$ cat src/bqd_pkg.sv
// ----------------------------------------------------------------------------
// bqd_pkg: shared constants and types for the biquad low-pass unit
// Coefficient register map, reset values, default sizes and the control
// bundle that drives the shared multiply-accumulate unit.
// ----------------------------------------------------------------------------
`default_nettype none

package bqd_pkg;

	localparam int COEF_WIDTH          = 20;
	localparam int NUM_REGS            = 5;
	localparam int REG_IDX_BITS        = 3;

	localparam int SAMPLE_BITS_DEF     = 16;
	localparam int COEF_FRAC_BITS_DEF  = 16;
	localparam int DELAY_BITS_DEF      = 32;

	// coefficient register indexes
	localparam logic [REG_IDX_BITS-1:0] REG_B0 = 3'd0;
	localparam logic [REG_IDX_BITS-1:0] REG_B1 = 3'd1;
	localparam logic [REG_IDX_BITS-1:0] REG_B2 = 3'd2;
	localparam logic [REG_IDX_BITS-1:0] REG_A1 = 3'd3;
	localparam logic [REG_IDX_BITS-1:0] REG_A2 = 3'd4;

	// b0 resets to unity gain in Q3.16
	localparam logic signed [COEF_WIDTH-1:0] COEF_B0_RESET = 20'sh10000;

	typedef struct packed {
		logic issue;  // start a multiply this cycle
		logic hi;     // operand limb: upper half, weighted by the low limb width
		logic clear;  // load the accumulator with the rounding constant
	} bqd_mac_ctl_t;

endpackage

`default_nettype wire

$ cat src/bqd_in_if.sv
// ----------------------------------------------------------------------------
// bqd_in_if: input sample channel
// Valid/ready channel carrying one raw signed sample per beat.
// ----------------------------------------------------------------------------
`default_nettype none

interface bqd_in_if #(
	parameter int SAMPLE_BITS = 16
);
	logic                          valid;
	logic                          ready;
	logic signed [SAMPLE_BITS-1:0] sample_in;

	modport source (output valid, output sample_in, input ready);
	modport sink   (input valid, input sample_in, output ready);
endinterface

`default_nettype wire

$ cat src/bqd_out_if.sv
// ----------------------------------------------------------------------------
// bqd_out_if: filtered sample channel
// Valid/ready channel carrying one filtered sample and the guard flag per beat.
// ----------------------------------------------------------------------------
`default_nettype none

interface bqd_out_if #(
	parameter int SAMPLE_BITS = 16
);
	logic                          valid;
	logic                          ready;
	logic signed [SAMPLE_BITS-1:0] sample_out;
	logic                          guard_hit;

	modport source (output valid, output sample_out, output guard_hit, input ready);
	modport sink   (input valid, input sample_out, input guard_hit, output ready);
endinterface

`default_nettype wire

$ cat src/biquad_lowpass_df2_unit.sv
// Samples are filtered one at a time; ten limb products share one multiplier.
// The result sits in an output register, so a new sample is taken while it waits.
// Reset: asynchronous, active low; clears delays, sequencer and output valid,
// and loads the coefficients with b0 = 1.0 and all others zero.
// ----------------------------------------------------------------------------
// biquad_lowpass_df2_unit: second-order IIR biquad, direct form II
// Feedback sum, overflow guard, feedforward sum and output saturation run
// under a small sequencer around the shared multiply-accumulate unit.
// ----------------------------------------------------------------------------
`default_nettype none

module biquad_lowpass_df2_unit #(
	parameter int SAMPLE_BITS    = bqd_pkg::SAMPLE_BITS_DEF,
	parameter int COEF_FRAC_BITS = bqd_pkg::COEF_FRAC_BITS_DEF,
	parameter int DELAY_BITS     = bqd_pkg::DELAY_BITS_DEF
) (
	input  wire logic                              clk,
	input  wire logic                              arst_n,
	input  wire logic                              cfg_we,
	input  wire logic [bqd_pkg::REG_IDX_BITS-1:0]  cfg_index,
	input  wire logic [bqd_pkg::COEF_WIDTH-1:0]    cfg_data,
	bqd_in_if.sink                                 in_ch,
	bqd_out_if.source                              out_ch
);
	import bqd_pkg::*;

	localparam int ACC_W = COEF_WIDTH + DELAY_BITS + 3;
	localparam int WW    = ACC_W + 1;

	localparam logic [2:0] ST_IDLE     = 3'd0;
	localparam logic [2:0] ST_FB       = 3'd1;
	localparam logic [2:0] ST_FB_DRAIN = 3'd2;
	localparam logic [2:0] ST_W0       = 3'd3;
	localparam logic [2:0] ST_FF       = 3'd4;
	localparam logic [2:0] ST_FF_DRAIN = 3'd5;
	localparam logic [2:0] ST_OUT      = 3'd6;

	localparam logic [2:0] FB_LAST = 3'd3;
	localparam logic [2:0] FF_LAST = 3'd5;

	logic [2:0] state_q;
	logic [2:0] cnt_q;

	logic signed [COEF_WIDTH-1:0]  b0_q, b1_q, b2_q, a1_q, a2_q;
	logic signed [DELAY_BITS-1:0]  d1_q, d2_q, w0_q;
	logic signed [SAMPLE_BITS-1:0] x_q;
	logic                          guard_q;

	logic                          out_valid_q;
	logic signed [SAMPLE_BITS-1:0] out_sample_q;
	logic                          out_guard_q;

	bqd_mac_ctl_t                  mac_ctl;
	logic signed [COEF_WIDTH-1:0]  mac_coef;
	logic signed [DELAY_BITS-1:0]  mac_opnd;
	logic signed [ACC_W-1:0]       acc;

	logic signed [ACC_W-1:0]       scaled;
	logic signed [WW-1:0]          w0_wide;
	logic                          w0_fits;
	logic                          y_fits;
	logic signed [SAMPLE_BITS-1:0] y_sat;

	logic in_beat;
	logic out_free;

	assign in_ch.ready = (state_q == ST_IDLE);
	assign in_beat     = in_ch.valid && in_ch.ready;
	assign out_free    = !out_valid_q || out_ch.ready;

	// coefficient registers
	always_ff @(posedge clk or negedge arst_n) begin
		if (!arst_n) begin
			b0_q <= COEF_B0_RESET;
			b1_q <= '0;
			b2_q <= '0;
			a1_q <= '0;
			a2_q <= '0;
		end else if (cfg_we) begin
			case (cfg_index)
				REG_B0:  b0_q <= signed'(cfg_data);
				REG_B1:  b1_q <= signed'(cfg_data);
				REG_B2:  b2_q <= signed'(cfg_data);
				REG_A1:  a1_q <= signed'(cfg_data);
				REG_A2:  a2_q <= signed'(cfg_data);
				default: ;
			endcase
		end
	end

	// operand select and control for the shared unit
	always_comb begin
		mac_ctl.issue = 1'b0;
		mac_ctl.hi    = cnt_q[0];
		mac_ctl.clear = in_beat || (state_q == ST_W0);
		mac_coef      = a1_q;
		mac_opnd      = d1_q;
		case (state_q)
			ST_FB: begin
				mac_ctl.issue = 1'b1;
				if (cnt_q[1]) begin
					mac_coef = a2_q;
					mac_opnd = d2_q;
				end
			end
			ST_FF: begin
				mac_ctl.issue = 1'b1;
				case (cnt_q[2:1])
					2'd0: begin
						mac_coef = b0_q;
						mac_opnd = w0_q;
					end
					2'd1: begin
						mac_coef = b1_q;
						mac_opnd = d1_q;
					end
					default: begin
						mac_coef = b2_q;
						mac_opnd = d2_q;
					end
				endcase
			end
			default: ;
		endcase
	end

	bqd_mac #(
		.COEF_FRAC_BITS (COEF_FRAC_BITS),
		.DELAY_BITS     (DELAY_BITS)
	) u_mac (
		.clk    (clk),
		.arst_n (arst_n),
		.ctl    (mac_ctl),
		.coef   (mac_coef),
		.opnd   (mac_opnd),
		.acc    (acc)
	);

	// the accumulator already holds the rounding constant: a shift is the floor
	assign scaled  = acc >>> COEF_FRAC_BITS;
	assign w0_wide = WW'(x_q) - WW'(scaled);
	assign w0_fits = (&w0_wide[WW-1:DELAY_BITS-1]) || !(|w0_wide[WW-1:DELAY_BITS-1]);
	assign y_fits  = (&scaled[ACC_W-1:SAMPLE_BITS-1]) || !(|scaled[ACC_W-1:SAMPLE_BITS-1]);

	always_comb begin
		if (y_fits) begin
			y_sat = scaled[SAMPLE_BITS-1:0];
		end else if (scaled[ACC_W-1]) begin
			y_sat = signed'({1'b1, {(SAMPLE_BITS-1){1'b0}}});
		end else begin
			y_sat = signed'({1'b0, {(SAMPLE_BITS-1){1'b1}}});
		end
	end

	// sequencer
	always_ff @(posedge clk or negedge arst_n) begin
		if (!arst_n) begin
			state_q <= ST_IDLE;
			cnt_q   <= '0;
		end else begin
			case (state_q)
				ST_IDLE: begin
					if (in_beat) begin
						state_q <= ST_FB;
						cnt_q   <= '0;
					end
				end
				ST_FB: begin
					if (cnt_q == FB_LAST) begin
						state_q <= ST_FB_DRAIN;
						cnt_q   <= '0;
					end else begin
						cnt_q <= cnt_q + 3'd1;
					end
				end
				ST_FB_DRAIN: state_q <= ST_W0;
				ST_W0:       state_q <= ST_FF;
				ST_FF: begin
					if (cnt_q == FF_LAST) begin
						state_q <= ST_FF_DRAIN;
						cnt_q   <= '0;
					end else begin
						cnt_q <= cnt_q + 3'd1;
					end
				end
				ST_FF_DRAIN: state_q <= ST_OUT;
				ST_OUT: begin
					if (out_free) begin
						state_q <= ST_IDLE;
					end
				end
				default: state_q <= ST_IDLE;
			endcase
		end
	end

	// sample capture and new delay value
	always_ff @(posedge clk) begin
		if (in_beat) begin
			x_q <= in_ch.sample_in;
		end
		if (state_q == ST_W0) begin
			guard_q <= !w0_fits;
			if (w0_fits) begin
				w0_q <= w0_wide[DELAY_BITS-1:0];
			end else begin
				w0_q <= DELAY_BITS'(x_q);
			end
		end
	end

	// advance the delay line once the result is committed
	always_ff @(posedge clk or negedge arst_n) begin
		if (!arst_n) begin
			d1_q <= '0;
			d2_q <= '0;
		end else if (state_q == ST_OUT && out_free) begin
			d2_q <= d1_q;
			d1_q <= w0_q;
		end
	end

	// output register: hold the beat until taken
	always_ff @(posedge clk or negedge arst_n) begin
		if (!arst_n) begin
			out_valid_q <= 1'b0;
		end else if (state_q == ST_OUT && out_free) begin
			out_valid_q <= 1'b1;
		end else if (out_ch.ready) begin
			out_valid_q <= 1'b0;
		end
	end

	always_ff @(posedge clk) begin
		if (state_q == ST_OUT && out_free) begin
			out_sample_q <= y_sat;
			out_guard_q  <= guard_q;
		end
	end

	assign out_ch.valid      = out_valid_q;
	assign out_ch.sample_out = out_sample_q;
	assign out_ch.guard_hit  = out_guard_q;

	// a stalled result beat must not change
	a_out_hold: assert property (@(posedge clk) disable iff (!arst_n)
		(out_ch.valid && !out_ch.ready) |=>
		(out_ch.valid && $stable(out_ch.sample_out) && $stable(out_ch.guard_hit)))
		else $error("result beat changed while stalled");

	a_state_legal: assert property (@(posedge clk) disable iff (!arst_n)
		state_q <= ST_OUT)
		else $error("sequencer in an unused state");

	a_delay_hold: assert property (@(posedge clk) disable iff (!arst_n)
		!(state_q == ST_OUT && out_free) |=> ($stable(d1_q) && $stable(d2_q)))
		else $error("delay line moved without a committed result");

endmodule

`default_nettype wire

$ cat src/bqd_mac.sv
// ----------------------------------------------------------------------------
// bqd_mac: shared multiply-accumulate unit
// One coefficient times one half-width limb of a delay value per cycle,
// product registered, then added (shifted for the upper limb) into a wide
// accumulator that starts from the half-up rounding constant.
// ----------------------------------------------------------------------------
`default_nettype none

module bqd_mac #(
	parameter int COEF_FRAC_BITS = bqd_pkg::COEF_FRAC_BITS_DEF,
	parameter int DELAY_BITS     = bqd_pkg::DELAY_BITS_DEF
) (
	input  wire logic                                        clk,
	input  wire logic                                        arst_n,
	input  wire bqd_pkg::bqd_mac_ctl_t                       ctl,
	input  wire logic signed [bqd_pkg::COEF_WIDTH-1:0]       coef,
	input  wire logic signed [DELAY_BITS-1:0]                opnd,
	output logic signed [bqd_pkg::COEF_WIDTH+DELAY_BITS+2:0] acc
);
	import bqd_pkg::*;

	localparam int LO_BITS = (DELAY_BITS + 1) / 2;
	localparam int HI_BITS = DELAY_BITS - LO_BITS;
	localparam int LIMB_W  = LO_BITS + 1;
	localparam int PROD_W  = COEF_WIDTH + LIMB_W;
	localparam int ACC_W   = COEF_WIDTH + DELAY_BITS + 3;
	localparam logic signed [ACC_W-1:0] RND = ACC_W'(1) <<< (COEF_FRAC_BITS - 1);

	logic signed [LIMB_W-1:0] limb;
	logic signed [PROD_W-1:0] prod_s1;
	logic                     hi_s1;
	logic                     valid_s1;
	logic signed [ACC_W-1:0]  addend;
	logic signed [ACC_W-1:0]  acc_q;

	// low limb is unsigned, upper limb carries the sign
	always_comb begin
		if (ctl.hi) begin
			limb = signed'({{(LIMB_W-HI_BITS){opnd[DELAY_BITS-1]}}, opnd[DELAY_BITS-1:LO_BITS]});
		end else begin
			limb = signed'({1'b0, opnd[LO_BITS-1:0]});
		end
	end

	always_ff @(posedge clk or negedge arst_n) begin
		if (!arst_n) begin
			valid_s1 <= 1'b0;
		end else begin
			valid_s1 <= ctl.issue;
		end
	end

	always_ff @(posedge clk) begin
		prod_s1 <= PROD_W'(coef * limb);
		hi_s1   <= ctl.hi;
	end

	always_comb begin
		if (hi_s1) begin
			addend = ACC_W'(prod_s1) <<< LO_BITS;
		end else begin
			addend = ACC_W'(prod_s1);
		end
	end

	always_ff @(posedge clk) begin
		if (ctl.clear) begin
			acc_q <= RND;
		end else if (valid_s1) begin
			acc_q <= acc_q + addend;
		end
	end

	assign acc = acc_q;

	// a restart must never drop a product still in flight
	a_clear_no_pending: assert property (@(posedge clk) disable iff (!arst_n)
		ctl.clear |-> !valid_s1)
		else $error("accumulator cleared with a product pending");

	a_prod_from_issue: assert property (@(posedge clk) disable iff (!arst_n)
		valid_s1 |-> $past(ctl.issue))
		else $error("product valid without an issued multiply");

	a_acc_hold: assert property (@(posedge clk) disable iff (!arst_n)
		(!valid_s1 && !ctl.clear) |=> $stable(acc_q))
		else $error("accumulator moved with no product");

endmodule

`default_nettype wire
$ cat src/flat_wrapper.sv
// flat-port wrapper written by rule: the top's interface ports become plain ports
module biquad_lowpass_df2_unit_flat import bqd_pkg::*;
#(
	parameter int SAMPLE_BITS    = bqd_pkg::SAMPLE_BITS_DEF,
	parameter int COEF_FRAC_BITS = bqd_pkg::COEF_FRAC_BITS_DEF,
	parameter int DELAY_BITS     = bqd_pkg::DELAY_BITS_DEF
)
  (clk, arst_n, cfg_we, cfg_index, cfg_data, in_ch_valid, in_ch_sample_in, in_ch_ready, out_ch_valid, out_ch_sample_out, out_ch_guard_hit, out_ch_ready);
  bqd_in_if #(.SAMPLE_BITS(SAMPLE_BITS)) in_ch_i ();
  bqd_out_if #(.SAMPLE_BITS(SAMPLE_BITS)) out_ch_i ();
  input  wire logic clk;
  input  wire logic arst_n;
  input  wire logic cfg_we;
  input  wire logic [bqd_pkg::REG_IDX_BITS-1:0] cfg_index;
  input  wire logic [bqd_pkg::COEF_WIDTH-1:0] cfg_data;
  input wire logic [$bits(in_ch_i.valid)-1:0] in_ch_valid;
  input wire logic [$bits(in_ch_i.sample_in)-1:0] in_ch_sample_in;
  output wire logic [$bits(in_ch_i.ready)-1:0] in_ch_ready;
  output wire logic [$bits(out_ch_i.valid)-1:0] out_ch_valid;
  output wire logic [$bits(out_ch_i.sample_out)-1:0] out_ch_sample_out;
  output wire logic [$bits(out_ch_i.guard_hit)-1:0] out_ch_guard_hit;
  input wire logic [$bits(out_ch_i.ready)-1:0] out_ch_ready;
  assign in_ch_i.valid = in_ch_valid;
  assign in_ch_i.sample_in = in_ch_sample_in;
  assign in_ch_ready = in_ch_i.ready;
  assign out_ch_valid = out_ch_i.valid;
  assign out_ch_sample_out = out_ch_i.sample_out;
  assign out_ch_guard_hit = out_ch_i.guard_hit;
  assign out_ch_i.ready = out_ch_ready;
  biquad_lowpass_df2_unit #(.SAMPLE_BITS(SAMPLE_BITS), .COEF_FRAC_BITS(COEF_FRAC_BITS), .DELAY_BITS(DELAY_BITS)) u_core (.clk(clk), .arst_n(arst_n), .cfg_we(cfg_we), .cfg_index(cfg_index), .cfg_data(cfg_data), .in_ch(in_ch_i), .out_ch(out_ch_i));
endmodule
$ cat config.mk
export PLATFORM = sky130hd
export DESIGN_NAME = biquad_lowpass_df2_unit_flat
export DESIGN_NICKNAME = d
export VERILOG_FILES = /design/src/bqd_pkg.sv /design/src/bqd_in_if.sv /design/src/bqd_out_if.sv /design/src/biquad_lowpass_df2_unit.sv /design/src/bqd_mac.sv /design/src/flat_wrapper.sv
export SDC_FILE = /design/constraint.sdc
export NUM_CORES = 2
export LEC_CHECK = 0
export BUFFER_PORTS_ARGS = -buffer_cell sky130_fd_sc_hd__buf_2
export CORE_ASPECT_RATIO = 1.1
export CORE_MARGIN = 10
export CORE_UTILIZATION = 60
export CTS_BUF_LIST = sky130_fd_sc_hd__clkbuf_8
export DETAILED_ROUTE_END_ITERATION = 8
export PLACE_DENSITY = 0.77
export SKIP_LAST_GASP = 1
export SLEW_MARGIN = 20
export SYNTH_ARGS = -nofsm -noshare
export SYNTH_HDL_FRONTEND = slang
export SYNTH_SLANG_ARGS = --single-unit
$ cat constraint.sdc
create_clock -name clk -period 23.4 [get_ports clk]
set_input_delay 2.34 -clock clk [delete_from_list [all_inputs] [get_ports clk]]
set_output_delay 2.34 -clock clk [all_outputs]
set_load 0.05 [all_outputs]
**Yosys cells after proc, flatten, opt, wreduce, memory -nomap -nowiden**

Index checks and enable logic that the tools add are counted.

- Bits in latches: 0
- Memories kept: 0
- Bits in writable memories: 0
- Logic and storage cells: 90
- Input bits: 44
- Bits in read-only memories: 0
- Flip-flop bits (word level): 331

- Bitwise operators: 0
- Multiplexer cells: 23
- Reductions and logical operators: 27
- Order comparisons: 0
- Multiply operators: 1
- Shifts and indexed selects: 0
- Div/mod/pow operators: 0
- $add $sub $neg: 3
- Equal/unequal tests: 17

Operators by type and width:

| kind | count |
|---|---|
| $pmux 32 s2 | 2 |
| $pmux 20 s2 | 2 |
| $mux 32 | 2 |
| $add 55x53->55 | 1 |
| $mux 52 | 1 |
| $sub 16x39->40 | 1 |
| $mul 20x17->37 | 1 |
| $mux 16 | 2 |
| $reduce_and 25->1 | 1 |
| $reduce_or 25->1 | 1 |
| $reduce_and 24->1 | 1 |
| $reduce_or 24->1 | 1 |
| $mux 3 | 7 |
| $pmux 3 s7 | 1 |
| $mux 20 | 1 |
| $mux 17 | 1 |
| $eq 3x2->1 const B | 5 |
| $eq 3x3->1 const B | 5 |
| $reduce_and 2->1 | 6 |
| $pmux 3 s3 | 1 |
| $eq 3x1->1 const B | 2 |
| $logic_not 3->1 | 2 |
| $ne 2x1->1 const B | 3 |
| $logic_not 1->1 | 4 |
| other kinds (11) | 17 |

**Longest topological paths before layout**

- Depth after elaboration: 5
- Gate-level depth with buffers: 35
- Depth with buffers taken out: 33

**Cells and area by module**

From an unflattened synthesis, not the netlist that was laid out.

- Cells, all modules: 3385
- Area, all modules: 32509.9 µm²

By module, submodules not included:

| module | times used | seq. area each (µm²) | cells an instance | area each (µm²) |
|---|---|---|---|---|
| bqd_mac | 1 | 1886.8 | 2139 | 18903.1 |
| biquad_lowpass_df2_unit | 1 | 6262.3 | 1246 | 13606.8 |

**Worst setup path before layout**

No wires, ideal clock.

- Path kind: flip-flop to flip-flop
- Start point: reg u_core.cnt_q[1]
- End point: reg u_core.u_mac.prod_s1[36]
- Library setup time: 0.072 ns
- Arrival time: 8.356 ns
- Path slack: 14.972 ns
- Cell stages (with the launch flop): 34
- Required time: 23.328 ns
- Cells stage by stage: dfrtp_1 -> clkbuf_1 -> clkbuf_1 -> clkbuf_1 -> buf_1 -> mux2i_1 -> nor2_1 -> a21oi_1 -> nor2_1 -> a221oi_1 -> nor2_1 -> fa_1 -> inv_1 -> fa_1 -> fa_1 -> inv_1 -> fa_1 -> fa_1 -> inv_1 -> fa_1 -> inv_1 -> ha_1 -> and4_1 -> and3_1 -> and2_1 -> o211ai_1 -> nand4_1 -> a31o_2 -> nor4_1 -> nor2_1 -> a211oi_1 -> o21ai_0 -> a21oi_1 -> xnor2_1

- Longest elaborated chain between the ends: 5
- Elaborated cells on any way between the ends: 10
- Classes of those cells: mul (1); eq/ne (1); mux (7); reduce/logical (1)

Ends and longest elaborated chain:

| element | RTL line | RTL |
|---|---|---|
| from (decl) | biquad_lowpass_df2_unit.sv:42 | `logic [2:0] cnt_q;` |
| from (signal assigned) | biquad_lowpass_df2_unit.sv:173 | `cnt_q <= cnt_q + 3'd1;` |
| from (signal assigned) | biquad_lowpass_df2_unit.sv:183 | `cnt_q <= cnt_q + 3'd1;` |
| $eq 2x1->1 or $logic_not 2->1 (tied branches) | biquad_lowpass_df2_unit.sv:108 | `case (cnt_q[2:1])` |
| $pmux 32 s2 | biquad_lowpass_df2_unit.sv:108 |  |
| $pmux 32 s2 | biquad_lowpass_df2_unit.sv:98 | `case (state_q)` |
| $mux 17 | bqd_mac.sv:38 | `if (ctl.hi) begin` |
| $mul 20x17->37 * | bqd_mac.sv:54 | `prod_s1 <= PROD_W'(coef * limb);` |
| to (signal assigned) | bqd_mac.sv:54 |  |
| to (decl) | bqd_mac.sv:30 | `logic signed [PROD_W-1:0] prod_s1;` |

Mark *: on every way between the ends. The rest lies on a longest branch, timed or not.
A chain may end at the register's enable or synchronous reset.

**Worst setup path after layout**

- Start point: reg u_core.state_q[2]
- End point: reg u_core.u_mac.prod_s1[34]

- Longest elaborated chain between the ends: 4
- Elaborated cells on any way between the ends: 6
- Classes of those cells: mul (1); eq/ne (2); mux (3)

Ends and longest elaborated chain:

| element | RTL line | RTL |
|---|---|---|
| from (decl) | biquad_lowpass_df2_unit.sv:41 | `logic [2:0] state_q;` |
| from (signal assigned) | biquad_lowpass_df2_unit.sv:158 | `state_q <= ST_IDLE;` |
| from (signal assigned) | biquad_lowpass_df2_unit.sv:164 | `state_q <= ST_FB;` |
| from (signal assigned) | biquad_lowpass_df2_unit.sv:170 | `state_q <= ST_FB_DRAIN;` |
| $eq 3x3->1 or $eq 3x1->1 (tied branches) | biquad_lowpass_df2_unit.sv:98 |  |
| $pmux 32 s2 | biquad_lowpass_df2_unit.sv:98 |  |
| $mux 17 | bqd_mac.sv:38 |  |
| $mul 20x17->37 * | bqd_mac.sv:54 |  |

Marked as above.

==> results.toml <==
[run_status]
status = "completed"

[cells_and_area]
area_growth_pct = 7.15
mostFrequentLayoutCells = "inv_1, nand2_1, nor2_1, fa_1, ha_1"
drive_gt1_share_pct = 12.3
nFillCells = 4194
seq_area_um2 = 8160
fin_nets = 4008
multi_input_area_um2 = 21600
layout_commonest_cell = "inv_1"

[synth]
synthTopCellsByArea = "fa_1, dfrtp_1, ha_1, edfxtp_1, dfxtp_1"
synth_seq_cells = 331
synth_area_um2 = 31700
synth_warnings = 0
synth_fa_ha_area_share_pct = 29.1
synthMuxAreaShare_pct = 8.73
postSynth.asyncResetShare_pct = 52.0
synthCells = 3411
ys_types = 75
synth_simple_gate_area_share_pct = 14.9
syn_avg_cell_area_um2 = 9.31
synth_top_family_by_area = "adder cells"
synth-compound-area-share_pct = 11.7
synth_top_area_share_pct = 21.7
yosysTopAreaCell = "fa_1"
synth_ff_type = "dfrtp_1"
synth-xor-area-share_pct = 3.31
ys_seq_area_share_pct = 25.7
syn-num-nets = 3986
synth_edf_count = 66

[clocking]
cts_htree_levels = 2
cts.sinks = 331
ctsRootBufferMaster = "clkbuf_8"
post_cts_resized = 0
clkLatencyLatePin_ns = 0.69
cts_tree = "built"
cts.path.max_buffers = 3
cts-buffers-inserted = 56
cts.clk_slew.worst_paths_ns = 0.07
postCtsSetupBuffers = 0
hold_buffers = 0

[timing]
worst_clock_skew_ns = 0.0214
fmax_mhz = 103
slew_viol_final = 0
post-route-period-util_pct = 41.4
rsz0062_at_grt = "no"
hold_violations = 0
fin_crit_ns = 9.69
finalSetupViolations = 0
tightest_slew_ns = 1.13
tns_ns = 0
slew_headroom_pct = 24.9

[setup_path]
critical_path_class = "reg -> reg"
cp_common_cell = "fa_1"
cp_max_fo = 36
crit_path_top_delay_cell = "a221oi_2"
crit_required_ns = 24.01
end_kind = "flip-flop"
crit_path_max_incr_delay_ns = 0.92
startpoint_type = "flip-flop"
worstPathArrival_ns = 10.30

[global_routing]
gr-total-overflow = 0
grt_first_pass_wirelength_um = 137000
antenna_found_initial = 2
grt_max_degree = 97
grt_pass1_vias = 25500
grt_usage_pct = 27.4

[routing]
wl_um = 84800
drtPass1Iterations = 5
vias = 25100
avgViaCountPerCell = 6.03
drtIter0Drc = 1957
wl_per_cell_um = 20.4
antenna_left = 0
drc_errors = 0

[floorplan]
initial_core_util_pct = 60.6
design.core.area_um2 = 52400
die_h_um = 261
die_area_um2 = 62500
rows = 88
ios = 63
die_w_um = 239

[placed_design]
port_buffers = 62
place_congestion = 0.973
dp_hpwl_um = 64500

[run]
cap_violations = 0

[hold_path]
min_path_type = "reg -> reg"
[sequential cells by signal (all words and copies together) (netlist names), 16 cells and up]
signal                    count
u_core.a1_q                  20
u_core.a2_q                  20
u_core.b0_q                  20
u_core.b1_q                  20
u_core.b2_q                  20
u_core.d1_q                  32
u_core.d2_q                  32
u_core.out_ch.sample_out     16
u_core.u_mac.acc             55
u_core.u_mac.prod_s1         37
u_core.w0_q                  32
u_core.x_q                   16
[synth_stat cells (20+ instances only)]
master and count:
mux2_4 27, a211oi_1 22, xnor2_1 83, ha_1 187
a221oi_1 32, dfrtp_1 171, o21ai_0 117, edfxtp_1 66
a21oi_1 146, nand4_1 20, nand2b_1 57, xor2_1 37
inv_1 415, nand3_1 38, mux2_2 140, nor2b_1 46
or3_1 20, and3_1 20, clkbuf_1 128, dfxtp_1 93
nor2_1 372, fa_1 344, mux2i_1 79, nand2_1 410
a21o_1 97
[final timing paths]
check / start / endpoint / slack (ns) / depth (start not counted)
min in group asynchronous: arst_n / u_core.a1_q[2]$_DFFE_PN0P_ / 1.73 / 1
max in group asynchronous: arst_n / u_core.d2_q[3]$_DFFE_PN0P_ / 20.36 / 3
min: u_core.guard_q$_DFFE_PP_ / u_core.out_ch.guard_hit$_DFFE_PP_ / 0.43 / 0
max reg2reg: u_core.state_q[2]$_DFFE_PN0P_ / u_core.u_mac.prod_s1[34]$_DFF_P_ / 13.71 / 30
min reg2reg: u_core.guard_q$_DFFE_PP_ / u_core.out_ch.guard_hit$_DFFE_PP_ / 0.43 / 0
max: u_core.state_q[2]$_DFFE_PN0P_ / u_core.u_mac.prod_s1[34]$_DFF_P_ / 13.71 / 30
[worst max-delay path: cells and delay by family (launching register included)]
kind | cells | cell delay, ns
compound gates | 8 | 2.72
xor+xnor | 1 | 0.14
fa+ha+maj | 7 | 3.38
buf+inv | 6 | 0.96
flops | 1 | 0.50
simple gates | 8 | 1.88
[layer usage]
| layer | part of all wire, % | GRT usage (%) | routed length, µm |
|---|---|---|---|
| met1 | 41 | 35.0 | 34600 |
| met2 | 49 | 46.1 | 41400 |
| met3 | 6.8 | 4.33 | 5730 |
| met4 | 3.7 | 10.9 | 3120 |
| met5 | 0 | 0 | 0 |
[per-stage QoR]
step                      utilization [%]  std cells  cell area, µm²  hold WS [ns]  worst slack [ns]
after CTS                            64.8       4155           34000         0.432             13.82
final                                64.9       4158           34000         0.430             13.71
after global placement               62.6       4049           32800         0.406             13.79
after global routing                 64.9       4157           34000         0.434             13.11
after detailed placement             62.6       4049           32800         0.417             13.89
after floorplan                         -       3411           31700         0.400             14.97
[layout make-up]
cell class	count	share of cell area (%)
multi-input cells	2521	63.5
clock inverters	42	0.879
inverters	415	4.58
diodes	2	0.0147
clock buffers	64	2.59
repair buffers	108	2.00
flip-flops and latches	331	24.0
well taps	675	2.48
[cells by family after synthesis]
kind of cell,count (synthesis)
compound gates,555
xor+xnor,120
fa+ha+maj,531
buf+inv,559
flops,331
mux,246
simple gates,1069
Power is not shown: default switching activity piles up to over one toggle a cycle in this logic, so the estimate is an artifact.
